`src/sv/qteb_pkg.sv`:
```
// Shared constants, widths and the arctangent table for the quaternion to Euler bins block.
// No dependencies.
package qteb_pkg;

   localparam int ANGLE_BINS   = 18;
   localparam int CORDIC_STEPS = 16;
   localparam int ISQ_STEPS    = 29;

   localparam int QW   = 16;  // quaternion component
   localparam int PW   = 32;  // product of two components
   localparam int OPW  = 34;  // atan2 operands before the CORDIC
   localparam int SW   = 30;  // clamped asin argument
   localparam int RAD_W = 57; // radicand 2^56 - s^2
   localparam int ISW  = 58;  // square root working width
   localparam int SQW  = 29;  // square root result
   localparam int CW   = 38;  // CORDIC vector width
   localparam int ACC_W = 33; // angle accumulator, units of pi / 2^30
   localparam int BW   = 5;
   localparam int BINW = 8;

   localparam int LATENCY = 3 + ISQ_STEPS + 1 + CORDIC_STEPS + 1;

   localparam logic signed [OPW-1:0]   ONE_Q28     = OPW'(64'sd268435456);
   localparam logic signed [ACC_W-1:0] ANG_PI      = ACC_W'(64'sd1073741824);
   localparam logic signed [ACC_W-1:0] ANG_HALF_PI = ACC_W'(64'sd536870912);

   function automatic logic signed [ACC_W-1:0] atan_units(input logic [4:0] idx);
      logic signed [ACC_W-1:0] val;
      unique case (idx)
         5'd0:  val = ACC_W'(268435456);
         5'd1:  val = ACC_W'(158466703);
         5'd2:  val = ACC_W'(83729454);
         5'd3:  val = ACC_W'(42502378);
         5'd4:  val = ACC_W'(21333666);
         5'd5:  val = ACC_W'(10677233);
         5'd6:  val = ACC_W'(5339919);
         5'd7:  val = ACC_W'(2670123);
         5'd8:  val = ACC_W'(1335082);
         5'd9:  val = ACC_W'(667543);
         5'd10: val = ACC_W'(333772);
         5'd11: val = ACC_W'(166886);
         5'd12: val = ACC_W'(83443);
         5'd13: val = ACC_W'(41722);
         5'd14: val = ACC_W'(20861);
         5'd15: val = ACC_W'(10430);
         5'd16: val = ACC_W'(5215);
         5'd17: val = ACC_W'(2608);
         5'd18: val = ACC_W'(1304);
         5'd19: val = ACC_W'(652);
         5'd20: val = ACC_W'(326);
         5'd21: val = ACC_W'(163);
         5'd22: val = ACC_W'(81);
         5'd23: val = ACC_W'(41);
         default: val = '0;
      endcase
      return val;
   endfunction

endpackage

```
`src/sv/qteb_isqrt.sv`:
```
// Pipelined integer square root, one result bit per register stage.
// Depends on qteb_pkg.
module qteb_isqrt (
   input  logic                        clock,
   input  logic [qteb_pkg::RAD_W-1:0]  radicand,
   output logic [qteb_pkg::SQW-1:0]    root
);
   import qteb_pkg::*;

   logic [ISW-1:0] v_ff [ISQ_STEPS];
   logic [ISW-1:0] r_ff [ISQ_STEPS];

   for (genvar k = 0; k < ISQ_STEPS; k++) begin : g_step
      localparam logic [ISW-1:0] BIT = ISW'(1) << (2 * (ISQ_STEPS - 1 - k));
      logic [ISW-1:0] v_prev, r_prev, trial, v_in, r_in;

      if (k == 0) begin : g_first
         assign v_prev = ISW'(radicand);
         assign r_prev = '0;
      end else begin : g_next
         assign v_prev = v_ff[k-1];
         assign r_prev = r_ff[k-1];
      end

      always_comb begin
         trial = r_prev + BIT;
         if (v_prev >= trial) begin
            v_in = v_prev - trial;
            r_in = (r_prev >> 1) + BIT;
         end else begin
            v_in = v_prev;
            r_in = r_prev >> 1;
         end
      end

      always_ff @(posedge clock) begin
         v_ff[k] <= v_in;
         r_ff[k] <= r_in;
      end
   end

   assign root = r_ff[ISQ_STEPS-1][SQW-1:0];

endmodule

```
`config.mk`:
```
export PLATFORM = sky130hd
export DESIGN_NAME = qteb_isqrt
export DESIGN_NICKNAME = d
export VERILOG_FILES = /design/src/sv/qteb_pkg.sv /design/src/sv/qteb_isqrt.sv
export SDC_FILE = /design/constraint.sdc
export NUM_CORES = 2
export LEC_CHECK = 0
export BUFFER_PORTS_ARGS = -buffer_cell sky130_fd_sc_hd__buf_4
export CORE_MARGIN = 5
export CORE_UTILIZATION = 60
export CTS_CLUSTER_SIZE = 40
export DETAILED_ROUTE_END_ITERATION = 10
export PLACE_DENSITY = 0.86
export SLEW_MARGIN = 5
export SYNTH_ARGS = -nofsm -noshare
export SYNTH_HDL_FRONTEND = slang
export SYNTH_SLANG_ARGS = --single-unit
```
`constraint.sdc`:
```
create_clock -name clock -period 3.48 [get_ports clock]
set_input_delay 0.348 -clock clock [delete_from_list [all_inputs] [get_ports clock]]
set_output_delay 0.348 -clock clock [all_outputs]
set_load 0.005 [all_outputs]
```
==> results.yml <==
route:
  ant_nets: 0
  drt_iter0_markers: 5830
  wirelength_microns: 213000
  via_per_inst: 5.94
  drc: 0
  wire_per_inst_microns: 21.2
  first_pass_iters: 7
  vias: 59600
timing:
  fin_crit_ps: 3540
  rsz0062_at_grt: "yes"
  relSlewSlack: 0.431
  finalClockSkew_ps: 81.5
  fmax_mhz: 282
  min_period_over_period: 1.02
  maxSlewViolCount: 0
  setup_viol: 3
  worst_slew_pin_slew_ps: 846
  finalHoldViolations: 0
  fin_ws_ps: -64.8
logic_synthesis:
  synth_edf_count: 0
  ys.flop_type: "dfxtp_1"
  async_flop_share: 0
  synth_warnings: 0
  netlist_area_sq_um: 77800
  ys_ff_latch: 2059
  synth_top_area_share: 0.530
  yosysTopAreaCell: "dfxtp_1"
  synth.yosys.seq_area_share: 0.530
  syn_avg_cell_area_sq_um: 9.99
  synthTopCellsByArea: "dfxtp_1 (53%), ha_1 (7.4%), xnor2_1 (4.2%)"
  synthesis.instances: 7791
  ys_types: 96
clock_network:
  cts_root_buf: "clkbuf_16"
  cts.sinks: 2059
  cts_buffers: 191
  worst_skew_pair.late_latency_ps: 880
  clk_path_buf_depth: 3
  htree_num_levels: 4
  cts_tree: "done"
  clk_pin_slew_worst_paths_ps: 80
global_route:
  grt_antenna_before_repair: 10
  grt_max_degree: 47
  grt_overflow: 0
  grt_pass1_wl_microns: 328000
  grt_pass1_vias: 59500
  track_usage: 0.299
layout:
  nNetsFinal: 8644
  fillCellCount: 8754
  register_area_sq_um: 41200
  syn_to_final_growth_pct: 14.7
  multi_input_area_sq_um: 34300
  drive_gt1_frac: 0.0958
  final_cells: 10000
floorplanning:
  start_util: 0.603
  die_h_microns: 370
  dieArea_sq_um: 137000
  die_w_microns: 370
  ios: 87
  fp-row-count: 132
  fp.coreArea_sq_um: 129000
power:
  leakagePower_nw: 40.8
  design_power_total_w: 0.0741
  switching_share: 0.331
  peakVddDrop_uv: 667
  p_int_w: 0.0495
  clockPowerShare: 0.305
  power_density_nw_per_um2: 830
  p_switching_w: 0.0245
  combinationalPowerShare: 0.241
  power_frac_seq: 0.454
place:
  portBuffers: 86
  dp_hpwl_microns: 146000
  dp_cells: 9613
  place_congestion: 0.945
worst_setup_path:
  crit_type: "reg2reg"
  worstPathRequired_ps: 4290
  end_kind: "flop"
  worstPathArrival_ps: 4350
  critical_path.startpoint_type: "flop"
  path_max_fanout: 11
  regToRegSetupSlack_ps: -60
status:
  outcome: "finished with violations"
  violations: "setup timing"
flow_run:
  maxCapViolCount: 0
worst_hold_path:
  hold_path_class: "in2reg"
synth_stat cells, drive strengths merged, types with 69 or more instances:
cell type  instances
clkbuf           131
nor3             216
nor4             267
mux2              69
xor2             338
xnor2            376
o21ai            368
nand4            127
or3               70
a21oi            462
nand2            520
inv              577
o21a              87
a21o             191
nand3            132
nand2b            92
nor2             484
dfxtp           2059
ha               460
cell usage in the layout (no fill, tap or decap), types with 87 or more instances in the layout:
cell type,netlist,final
clkbuf_16,0,191
nand3_1,130,128
o21ai_0,366,361
dfxtp_1,2059,2057
buf_4,0,234
nor4_1,263,243
nand4_1,127,127
a21oi_1,461,458
xor2_1,338,338
nand2_1,520,520
xnor2_1,376,375
nor2_1,484,484
ha_1,460,458
a21o_1,191,191
inv_1,577,576
nand2b_1,92,91
o21a_1,87,87
nor3_1,215,201
worst max-delay path, stage by stage (launching register included):
cell and delay (ps):
dfxtp_1 360, inv_1 60, ha_1 320, inv_1 130, nor4_1 590, nand4_1 310, nor4_2 530, nor4_1 160
or3b_2 390, o211ai_1 190, nor3_1 240, xor2_1 200
registers in the layout, indices dropped and copies added, names as in the netlist:
signal  cells
v_ff     1624
r_ff      435
power by group through the flow:
stage	combinational, W	sequential [W]	clock (W)
global route	0.0196	0.0340	0.0238
detailed placement	0.0169	0.0338	0
CTS	0.0173	0.0334	0.0226
floorplan	0.0131	0.0319	0
finish	0.0179	0.0336	0.0226
global placement	0.0164	0.0337	0
through the flow:
step           TNS (ps)  hold WS (ps)   util  cell area, sq um  setup slack [ps]
2_1_floorplan         0           322      -             77800               311
3_3_place_gp          0           331  0.629             81300              51.4
3_5_place_dp          0           332  0.629             81300              25.0
4_1_cts               0          67.3  0.688             88800              1.55
5_1_grt           -1170           102  0.691             89300              -287
6_report           -125          99.1  0.691             89300             -64.8
cell families (layout without fill, tap and decap cells):
logic type                 count (synthesis)  count (layout)  share of synthesized area
AOI/OAI and AO/OA                       1471            1472                      0.118
xor gates and xnor gates                 714             714                     0.0803
and+or+nand+nor                         2269            2269                      0.150
buffers and inverters                    737            1236                     0.0360
other                                      1               4                  0.0000482
DFF                                     2059            2059                      0.530
adders and majority gates                460             460                     0.0739
muxes                                     80              80                     0.0114
routing by layer:
layer | wire length [microns] | global-route usage | share of wire | vias up
met5 | 53 | 0 | 0.00025 | -
met4 | 11200 | 0.141 | 0.053 | 6
met2 | 104000 | 0.524 | 0.49 | 2710
met1 | 82500 | 0.357 | 0.39 | 28400
li1 | - | - | - | 27800
met3 | 15100 | 0.0534 | 0.071 | 792
area by class of cell:
class                           count  area share
Clock buffer                      254      0.0604
Clock inverter                    105      0.0175
Sequential cell                  2059       0.462
Antenna cell                        2   0.0000561
Tap cell                         1742      0.0244
Inverter                          578      0.0243
Multi-Input combinational cell   4997       0.384
Timing Repair Buffer              299      0.0274
timing repair:
item / CTS / global route
buffers inserted: 1 / 3
endpoints found under the hold margin: 57 / 0
hold buffers: 57 / 0
resized for setup: 5 / 87
pin swaps: 1 / 21
endpoints found under the setup margin: 10 / 157
cloned: 0 / 1
worst paths after layout:
path | depth (start not counted) | end | start
worst min register to register | 0 | r_ff[1][140]$_DFF_P_ | r_ff[1][83]$_DFF_P_
worst min-delay path | 2 | v_ff[0][18]$_DFF_P_ | radicand[18]
worst max-delay path | 11 | v_ff[0][289]$_DFF_P_ | r_ff[0][227]$_DFF_P_
worst max register to register | 11 | v_ff[0][289]$_DFF_P_ | r_ff[0][227]$_DFF_P_
(Power assumes the default switching activity.)
